**config.mk**
```make
export PLATFORM = sky130hd
export DESIGN_NAME = key_combo_sequence_detector_core
export DESIGN_NICKNAME = d
export VERILOG_FILES = /design/src/kcsd_pkg.sv /design/src/kcsd_cfg.sv /design/src/kcsd_step.sv /design/src/key_combo_sequence_detector_core.sv
export SDC_FILE = /design/constraint.sdc
export NUM_CORES = 1
export LEC_CHECK = 0
export BUFFER_PORTS_ARGS = -buffer_cell sky130_fd_sc_hd__buf_2
export CELL_PAD_IN_SITES_DETAIL_PLACEMENT = 0
export CELL_PAD_IN_SITES_GLOBAL_PLACEMENT = 1
export CORE_ASPECT_RATIO = 0.7
export CORE_MARGIN = 2
export CORE_UTILIZATION = 27
export CTS_CLUSTER_SIZE = 25
export DETAILED_ROUTE_END_ITERATION = 16
export GPL_ROUTABILITY_DRIVEN = 0
export PLACE_DENSITY = 0.59
export REMOVE_ABC_BUFFERS = 1
export SKIP_LAST_GASP = 1
export SLEW_MARGIN = 20
export SYNTH_ARGS = -nofsm -noshare
export SYNTH_HDL_FRONTEND = slang
export SYNTH_SLANG_ARGS = --single-unit
```
**constraint.sdc**
```tcl
create_clock -name clk_i -period 2.3 [get_ports clk_i]
set_input_delay 0.345 -clock clk_i [delete_from_list [all_inputs] [get_ports clk_i]]
set_output_delay 0.345 -clock clk_i [all_outputs]
set_load 0.1 [all_outputs]
```
**src/kcsd_pkg.sv**
```systemverilog
// Shared types and constants of the key combination sequence detector.
// Depends on nothing; used by every module of the block.
`default_nettype none
package kcsd_pkg;

  localparam int unsigned CodeW     = 10;
  localparam int unsigned StateW    = 4;
  localparam int unsigned CfgIdxW   = 2;
  localparam int unsigned InDataW   = 16;
  localparam int unsigned OutDataW  = 8;

  localparam logic [CodeW-1:0] CodeUpRst    = 10'd115;
  localparam logic [CodeW-1:0] CodeDownRst  = 10'd114;
  localparam logic [CodeW-1:0] CodePowerRst = 10'd116;

  localparam logic [CfgIdxW-1:0] CfgDumpEnable = 2'd0;
  localparam logic [CfgIdxW-1:0] CfgCodeUp     = 2'd1;
  localparam logic [CfgIdxW-1:0] CfgCodeDown   = 2'd2;
  localparam logic [CfgIdxW-1:0] CfgCodePower  = 2'd3;

  typedef enum logic [StateW-1:0] {
    SEQ_IDLE      = 4'd0,
    SEQ_UP_P1     = 4'd1,
    SEQ_UP_R1     = 4'd2,
    SEQ_DOWN_P    = 4'd3,
    SEQ_DOWN_R    = 4'd4,
    SEQ_UP_P2     = 4'd5,
    SEQ_PWR_P1    = 4'd6,
    SEQ_PWR_R1    = 4'd7,
    SEQ_PWR_P2    = 4'd8,
    SEQ_PWR_R2    = 4'd9,
    SEQ_UP_R2     = 4'd10,
    SEQ_UP_P3     = 4'd11,
    SEQ_DEBUG     = 4'd12
  } seq_e;

  typedef struct packed {
    logic             dump_enable;
    logic [CodeW-1:0] code_up;
    logic [CodeW-1:0] code_down;
    logic [CodeW-1:0] code_power;
  } kcsd_cfg_t;

  typedef struct packed {
    logic              force_dump;
    logic              serial_request;
    logic [StateW-1:0] progress;
  } kcsd_res_t;

endpackage
`default_nettype wire

```
**src/kcsd_cfg.sv**
```systemverilog
// Configuration register file: dump enable and the three key codes.
// Depends on kcsd_pkg.
`default_nettype none
module kcsd_cfg
  import kcsd_pkg::*;
(
  input  wire logic               clk_i,
  input  wire logic               rst_ni,
  input  wire logic               we_i,
  input  wire logic [CfgIdxW-1:0] idx_i,
  input  wire logic [CodeW-1:0]   data_i,
  output kcsd_cfg_t               cfg_o
);

  kcsd_cfg_t cfg_q;
  kcsd_cfg_t cfg_d;

  always_comb begin
    cfg_d = cfg_q;
    if (we_i) begin
      case (idx_i)
        CfgDumpEnable: cfg_d.dump_enable = data_i[0];
        CfgCodeUp:     cfg_d.code_up     = data_i;
        CfgCodeDown:   cfg_d.code_down   = data_i;
        CfgCodePower:  cfg_d.code_power  = data_i;
        default:       cfg_d = cfg_q;
      endcase
    end
  end

  always_ff @(posedge clk_i or negedge rst_ni) begin
    if (!rst_ni) begin
      cfg_q.dump_enable <= 1'b0;
      cfg_q.code_up     <= CodeUpRst;
      cfg_q.code_down   <= CodeDownRst;
      cfg_q.code_power  <= CodePowerRst;
    end else begin
      cfg_q <= cfg_d;
    end
  end

  assign cfg_o = cfg_q;

endmodule
`default_nettype wire

```
**src/kcsd_step.sv**
```systemverilog
// Next-state and result logic of the detector for one key event.
// Depends on kcsd_pkg.
`default_nettype none
module kcsd_step
  import kcsd_pkg::*;
(
  input  wire kcsd_cfg_t          cfg_i,
  input  wire logic [StateW-1:0]  state_i,
  input  wire logic [CodeW-1:0]   key_code_i,
  input  wire logic               pressed_i,
  output kcsd_res_t               res_o
);

  logic up_p, up_r, down_p, down_r, pwr_p, pwr_r;
  seq_e nx;
  logic fd, sr;

  always_comb begin
    up_p   = (key_code_i == cfg_i.code_up)    &&  pressed_i;
    up_r   = (key_code_i == cfg_i.code_up)    && !pressed_i;
    down_p = (key_code_i == cfg_i.code_down)  &&  pressed_i;
    down_r = (key_code_i == cfg_i.code_down)  && !pressed_i;
    pwr_p  = (key_code_i == cfg_i.code_power) &&  pressed_i;
    pwr_r  = (key_code_i == cfg_i.code_power) && !pressed_i;
    fd = 1'b0;
    sr = 1'b0;
    nx = SEQ_IDLE;
    case (state_i)
      SEQ_UP_P1:  nx = up_r   ? SEQ_UP_R1  : SEQ_IDLE;
      SEQ_UP_R1:  nx = down_p ? SEQ_DOWN_P : SEQ_IDLE;
      SEQ_DOWN_P: nx = down_r ? SEQ_DOWN_R : SEQ_IDLE;
      SEQ_DOWN_R: nx = up_p   ? SEQ_UP_P2  : SEQ_IDLE;
      SEQ_UP_P2:  nx = pwr_p  ? SEQ_PWR_P1 : SEQ_IDLE;
      SEQ_PWR_P1: nx = pwr_r  ? SEQ_PWR_R1 : SEQ_IDLE;
      SEQ_PWR_R1: nx = pwr_p  ? SEQ_PWR_P2 : SEQ_IDLE;
      SEQ_PWR_P2: nx = pwr_r  ? SEQ_PWR_R2 : SEQ_IDLE;
      SEQ_PWR_R2: nx = up_r   ? SEQ_UP_R2  : SEQ_IDLE;
      SEQ_UP_R2: begin
        if (up_p) begin
          nx = SEQ_UP_P3;
        end else if (down_p) begin
          nx = SEQ_DEBUG;
        end else begin
          nx = SEQ_IDLE;
        end
      end
      SEQ_UP_P3: begin
        if (pwr_p) begin
          fd = cfg_i.dump_enable;
          nx = SEQ_UP_P3;
        end else begin
          nx = SEQ_IDLE;
        end
      end
      SEQ_DEBUG: begin
        sr = !pwr_p && down_r;
        nx = SEQ_IDLE;
      end
      default:    nx = up_p ? SEQ_UP_P1 : SEQ_IDLE;
    endcase
  end

  assign res_o.force_dump     = fd;
  assign res_o.serial_request = sr;
  assign res_o.progress       = nx;

endmodule
`default_nettype wire

```
**src/key_combo_sequence_detector_core.sv**
```systemverilog
// Datapath: an input transfer fills the input register, and its result the output register.
// Throughput: one key event per cycle while the master side takes results; the input
// register refills while a result waits in the output register.
// Reset: asynchronous, active low; detector returns to idle, both pipeline
// registers empty, dump enable cleared and key codes back to 115/114/116.
// Depends on kcsd_pkg, kcsd_cfg and kcsd_step.
`default_nettype none
module key_combo_sequence_detector_core
  import kcsd_pkg::*;
(
  input  wire logic                clk_i,
  input  wire logic                rst_ni,
  input  wire logic                cfg_we_i,
  input  wire logic [CfgIdxW-1:0]  cfg_idx_i,
  input  wire logic [CodeW-1:0]    cfg_data_i,
  input  wire logic                s_axis_tvalid,
  output logic                     s_axis_tready,
  input  wire logic [InDataW-1:0]  s_axis_tdata,   // [9:0] key_code
  input  wire logic                s_axis_tuser,   // [0] pressed
  output logic                     m_axis_tvalid,
  input  wire logic                m_axis_tready,
  output logic [OutDataW-1:0]      m_axis_tdata    // [0] force_dump, [1] serial_request,
                                                   // [5:2] progress
);

  kcsd_cfg_t cfg;
  kcsd_res_t res;

  logic              in_vld_q;
  logic [CodeW-1:0]  code_q;
  logic              prs_q;
  logic [StateW-1:0] state_q;
  logic              out_vld_q;
  kcsd_res_t         out_q;
  logic              adv;
  logic              in_xfer;

  kcsd_cfg u_cfg (
    .clk_i  (clk_i),
    .rst_ni (rst_ni),
    .we_i   (cfg_we_i),
    .idx_i  (cfg_idx_i),
    .data_i (cfg_data_i),
    .cfg_o  (cfg)
  );

  kcsd_step u_step (
    .cfg_i      (cfg),
    .state_i    (state_q),
    .key_code_i (code_q),
    .pressed_i  (prs_q),
    .res_o      (res)
  );

  assign adv           = in_vld_q && (!out_vld_q || m_axis_tready);
  assign s_axis_tready = !in_vld_q || adv;
  assign in_xfer       = s_axis_tvalid && s_axis_tready;

  always_ff @(posedge clk_i or negedge rst_ni) begin
    if (!rst_ni) begin
      in_vld_q  <= 1'b0;
      out_vld_q <= 1'b0;
      state_q   <= SEQ_IDLE;
    end else begin
      if (in_xfer) begin
        in_vld_q <= 1'b1;
      end else if (adv) begin
        in_vld_q <= 1'b0;
      end
      if (adv) begin
        out_vld_q <= 1'b1;
        state_q   <= res.progress;
      end else if (m_axis_tready) begin
        out_vld_q <= 1'b0;
      end
    end
  end

  always_ff @(posedge clk_i) begin
    if (in_xfer) begin
      code_q <= s_axis_tdata[CodeW-1:0];
      prs_q  <= s_axis_tuser;
    end
    if (adv) begin
      out_q <= res;
    end
  end

  assign m_axis_tvalid = out_vld_q;
  assign m_axis_tdata  = {2'b00, out_q.progress, out_q.serial_request, out_q.force_dump};

endmodule
`default_nettype wire

```
# After elaboration in Yosys (flattened, before gate mapping)
# Index checks and enable logic that the tools add are counted.
# totals
mem_bits_rw	0
reg_bits	54
inputBits	34
output_inout_bits	10
latchBits	0
rom_bits	0
mem_count	0
# classes
eq_ne	18
shifts	0
n_reduce_logical	23
mul	0
div_mod_pow	0
addsub	0
n_mux	18
order_cmp	0
n_bitwise	0
# ops
cell	n
$pmux W4 S12	1
$eq A10 B10 Y1	3
$mux W4	6
$eq A4 B4 Y1 const B	5
$eq A4 B3 Y1 const B	4
$mux W3	4
$reduce_and A2 Y1	5
$logic_and A1 B1 Y1	9
$eq A4 B2 Y1 const B	2
$mux W1	5
$eq A2 B2 Y1 const B	2
$eq A4 B1 Y1 const B	1
$logic_not A1 Y1	4
$mux W2	2
$reduce_bool A2 Y1	2
$eq A2 B1 Y1 const B	1
$logic_not A2 Y1	1
$logic_or A1 B1 Y1	2

# Longest topological paths before layout
# logic_depth
word_depth	6
depth_mapped	7
ltp_nobuf	6

# Modules after synthesis
# From an unflattened synthesis, not the netlist that was laid out.
# unflattened
cells_unflattened	197
area_unflattened_um2	2710.1
# modules_own_cells
module	n_inst	cells_each	area_per_inst_um2
kcsd_cfg	1	68	1271.2
key_combo_sequence_detector_core	1	37	795.8
kcsd_step	1	92	643.1

# Worst setup path after synthesis
# OpenSTA, ideal clock, no wires.
# synth_timing
path_type	register -> register
from	register out_vld_q (netlist: m_axis_tvalid)
to	register code_q[0], enable pin
setup_slack_ns	-0.550
setup_time_ns	0.296
stages_incl_launch_ff	3
n_path_buf	0
arrival_time_ns	2.554
t_required_ns	2.004
path_cell_list	dfrtp_1 -> nand3b_1 -> and2_1
# synth_via
elab_chain_cells	5
# synth_lines
element	line	text
start: declaration	key_combo_sequence_detector_core.sv:33	logic out_vld_q;
start signal: assignment	key_combo_sequence_detector_core.sv:62	out_vld_q <= 1'b0;
start signal: assignment	key_combo_sequence_detector_core.sv:71	out_vld_q <= 1'b1;
start signal: assignment	key_combo_sequence_detector_core.sv:74	out_vld_q <= 1'b0;
$logic_not A1 Y1	key_combo_sequence_detector_core.sv:55	assign adv = in_vld_q && (!out_vld_q || m_axis_tready);
$logic_or A1 B1 Y1	key_combo_sequence_detector_core.sv:55	
$logic_and A1 B1 Y1	key_combo_sequence_detector_core.sv:55	
$logic_or A1 B1 Y1	key_combo_sequence_detector_core.sv:56	assign s_axis_tready = !in_vld_q || adv;
net s_axis_tready	key_combo_sequence_detector_core.sv:17	output logic s_axis_tready,
$logic_and A1 B1 Y1	key_combo_sequence_detector_core.sv:57	assign in_xfer = s_axis_tvalid && s_axis_tready;
net in_xfer	key_combo_sequence_detector_core.sv:36	logic in_xfer;
end signal: assignment	key_combo_sequence_detector_core.sv:81	code_q <= s_axis_tdata[CodeW-1:0];
end: declaration	key_combo_sequence_detector_core.sv:30	logic [CodeW-1:0] code_q;
# The timed path passes the listed nets, and every way through them passes these cells.
# A chain may end at the register's enable or synchronous reset.

==> qor.log <==
qor: run_status.run_status completed
qor: global_routing.grt_antenna_before_repair 0
qor: floorplan.initial_core_utilization 27.8%
qor: clock_tree.cts_made_buffers 5
qor: global_routing.largest_net_degree_at_the_start_of_global_routing 38
qor: global_routing.global_routing_usage_on_met3 3.52%
qor: floorplan.fp-row-count 30
qor: logic_synthesis.synth_top_flop_cell sky130_fd_sc_hd__dfrtp_1
qor: timing.max_freq 465 MHz
qor: setup_path.kind_of_end_point_of_the_critical_path flop
qor: floorplan.placeableCoreArea 9760 sq um
qor: routing.wire_per_inst 14.9 um
qor: routing.totalWireLength 6080 um
qor: power.powerDensity 821 nW/um^2
qor: setup_path.crit_arrival 2.38 ns
qor: power.p_leak 0.00125 uW
qor: layout.area_growth_syn_to_layout 21.4%
qor: clock_tree.cts_tree built
qor: routing.drt_pass_1_iters 4
qor: setup_path.crit_fanout 3
qor: timing.finalCritPeriodShare 93.5%
qor: timing.grt_setup_unrepaired false
qor: routing.drt-vias-per-instance 4.67
qor: floorplan.die_width 124 um
qor: floorplan.chipHeight 87.9 um
qor: logic_synthesis.synth_enable_flop_cells 17
qor: timing.post-route-min-period 2.15 ns
qor: floorplan.io_pins 44
qor: clock_tree.cts_htree_levels 2
qor: global_routing.globalRouteMet2Util 16.0%
qor: power.peakVddDrop 271 uV
qor: logic_synthesis.synth.yosys.seq_area_share 53.5%
qor: global_routing.first_global_vias 1,869
qor: routing.dr.first_iter.drc_count 88
qor: place.port_buffers 35
qor: global_routing.grt-busiest-layer met1
qor: layout.layout.nets 314
qor: routing.drcViolationCount 0
qor: routing.ant_nets 0
qor: logic_synthesis.syn-cell-area 2720 sq um
qor: power.total_power 2710 uW
qor: timing.finalSetupTns 0 ns
qor: global_routing.met1_usage 20.1%
qor: layout.num_antenna_cells 0
qor: clock_tree.post-cts-setup-buffer-count 0
qor: logic_synthesis.synthDistinctLibCells 38
qor: logic_synthesis.yosysWarnings 0
qor: logic_synthesis.post_synth.cell_area_avg 11.7 sq um
qor: clock_tree.clock_tree.root_cell sky130_fd_sc_hd__clkbuf_16
qor: clock_tree.cts-root-to-sink-buffers 2
qor: timing.slew_headroom 42.0%
qor: timing.fin_hold_ws 0.165 ns
qor: global_routing.globalRoute.totalOverflow 0
qor: timing.setup_viols_final 0
qor: timing.worst_slew_pin_slew 0.870 ns
qor: place.post_detail_place_hpwl 4650 um
qor: logic_synthesis.ys_seq_elements 54
qor: timing.timing_max_transition_violations_final 0
qor: min_path.timing.hold.worst.class in -> async
qor: clock_tree.worstSkewPairLatency 0.29 ns
qor: logic_synthesis.postSynthCellCount 233
qor: layout.share_of_post_route_cells_with_drive_strength_above_1 39.1%
qor: clock_tree.number_of_sinks_handled_by_clock_tree_synthesis 54
qor: routing.via_count 1,912
qor: setup_path.startpoint_type flop
qor: global_routing.global_route_wire_length_before_repair 10,200 um
qor: setup_path.worst-endpoint-required 2.53 ns
qor: logic_synthesis.post_synth_arst_share 68.5%
qor: global_routing.grt_usage 12.5%
qor: clock_tree.clock_pin_slew_reported_for_the_worst_setup_and_hold_paths_after_clock_tree_synthesis 0.07 ns
qor: timing.final.setup_skew 0.00558 ns
qor: floorplan.floorplan.die_area 10,900 sq um
qor: flow_run.max-cap-violations 0
qor: timing.timing.final.hold_violations 0
qor: setup_path.crit_type reg -> reg
qor: setup_path.r2r.worst_path.cells 8
[metal layers]
layer | vias to the layer above | share of wire (%)
met2 | 61 | 38
met4 | 0 | 0.71
li1 | 941 | -
met1 | 905 | 55
met5 | - | 0
met3 | 5 | 6.6
[synth_stat cells, drive strengths merged (2+ instances only)]
cell type  number  area share, %
nand2b          6            1.4
a21oi           6            1.1
dfstp          13             13
nor3            6            1.1
nor2           12            1.7
o211ai          3           0.83
dfrtp          24             22
edfxtp         17             19
inv             4           0.55
mux2           32             13
and2            2           0.46
nand4           9            2.1
o21ai           5           0.92
nor4           10            2.3
a31oi           3           0.69
xnor2          23            7.4
xor2            8            2.6
or3             3           0.74
or4             2           0.55
clkbuf         10            1.4
nand2          14            1.9
buf             2           0.55
o21a            2           0.55
o31ai           2           0.55
nand3b          3           0.83
[power breakdown]
group | internal, uW | switching, uW | leakage [uW] | total, uW
combinational | 285 | 397 | 0.000586 | 683
clock | 432 | 320 | 0.0000739 | 752
sequential | 1170 | 104 | 0.000590 | 1280
[through the flow]
step,std cells,util [%],area (sq um),setup slack [ns]
after floorplan,222,-,2670,-0.550
after global placement,401,32.0,3120,0.0957
after detailed placement,401,32.0,3120,0.106
after CTS,409,33.5,3270,0.0840
after global routing,409,33.8,3300,0.0100
final,409,33.8,3300,0.149
[path summary, 6_finish.rpt]
kind	endpoint	startpoint	slack, ns
worst max-delay path	state_q[0]	code_q[4]	0.15
worst min-delay path	u_cfg.cfg_o[18]	rst_ni	0.16
worst max register to register	state_q[0]	code_q[4]	0.15
worst min register to register	m_axis_tvalid	in_vld_q	0.50
max in group asynchronous	state_q[0]	rst_ni	1.58
min in group clk_i	code_q[4]	s_axis_tdata[4]	0.22
[worst max-delay path, cell delays in order, from the launching register on]
cell                       delay [ns]
sky130_fd_sc_hd__edfxtp_1        0.41
sky130_fd_sc_hd__buf_4           0.16
sky130_fd_sc_hd__xnor2_1         0.27
sky130_fd_sc_hd__nand4_1         0.19
sky130_fd_sc_hd__buf_4           0.18
sky130_fd_sc_hd__nor4_1          0.29
sky130_fd_sc_hd__o211ai_1        0.16
sky130_fd_sc_hd__a31oi_2         0.25
sky130_fd_sc_hd__mux2_2          0.18
[registers in the layout (all words and copies together) (netlist names)]
signal,count
u_cfg.cfg_o,31
m_axis_tvalid,1
in_vld_q,1
code_q,10
state_q,4
prs_q,1
m_axis_tdata,6
[layout make-up]
cell class                 instances  area, sq um
inverter                           4         15.0
fill                             988         6460
multi-input combinational        164         1230
tap                              128          160
clock inverter                     1         5.00
clock buffer                       7          143
timing repair buffer              51          295
sequential                        54         1450
[cell families (layout without fill, tap and decap cells)]
group,Yosys count,count (layout),share of synthesized area [%]
AOI/OAI and AO/OA,28,28,6.72
muxes,32,32,13.3
and+or+nand+nor,71,71,14.0
buffers and inverters,16,63,2.49
xor gates and xnor gates,31,31,9.99
other,1,2,0.138
DFF,54,54,53.5
[repair_timing]
action	4_1_cts	5_1_grt
resized for setup	0	5
hold buffers	0	0
setup endpoints to repair	0	8
[layout by cell type (no fill, tap or decap), types with 3 or more instances in the layout]
cell	count
sky130_fd_sc_hd__dfrtp_1	24
sky130_fd_sc_hd__nand4_1	9
sky130_fd_sc_hd__xnor2_1	23
sky130_fd_sc_hd__o21ai_0	5
sky130_fd_sc_hd__a21oi_1	6
sky130_fd_sc_hd__nor3_1	6
sky130_fd_sc_hd__buf_2	35
sky130_fd_sc_hd__nand2b_1	6
sky130_fd_sc_hd__inv_1	4
sky130_fd_sc_hd__xor2_1	8
sky130_fd_sc_hd__nand3b_1	3
sky130_fd_sc_hd__mux2_2	32
sky130_fd_sc_hd__nor4_1	9
sky130_fd_sc_hd__nand2_1	14
sky130_fd_sc_hd__buf_4	16
sky130_fd_sc_hd__clkbuf_16	5
sky130_fd_sc_hd__dfstp_2	13
sky130_fd_sc_hd__edfxtp_1	17
sky130_fd_sc_hd__o211ai_1	3
sky130_fd_sc_hd__nor2_1	12
Power figures use the tool's default switching activity.
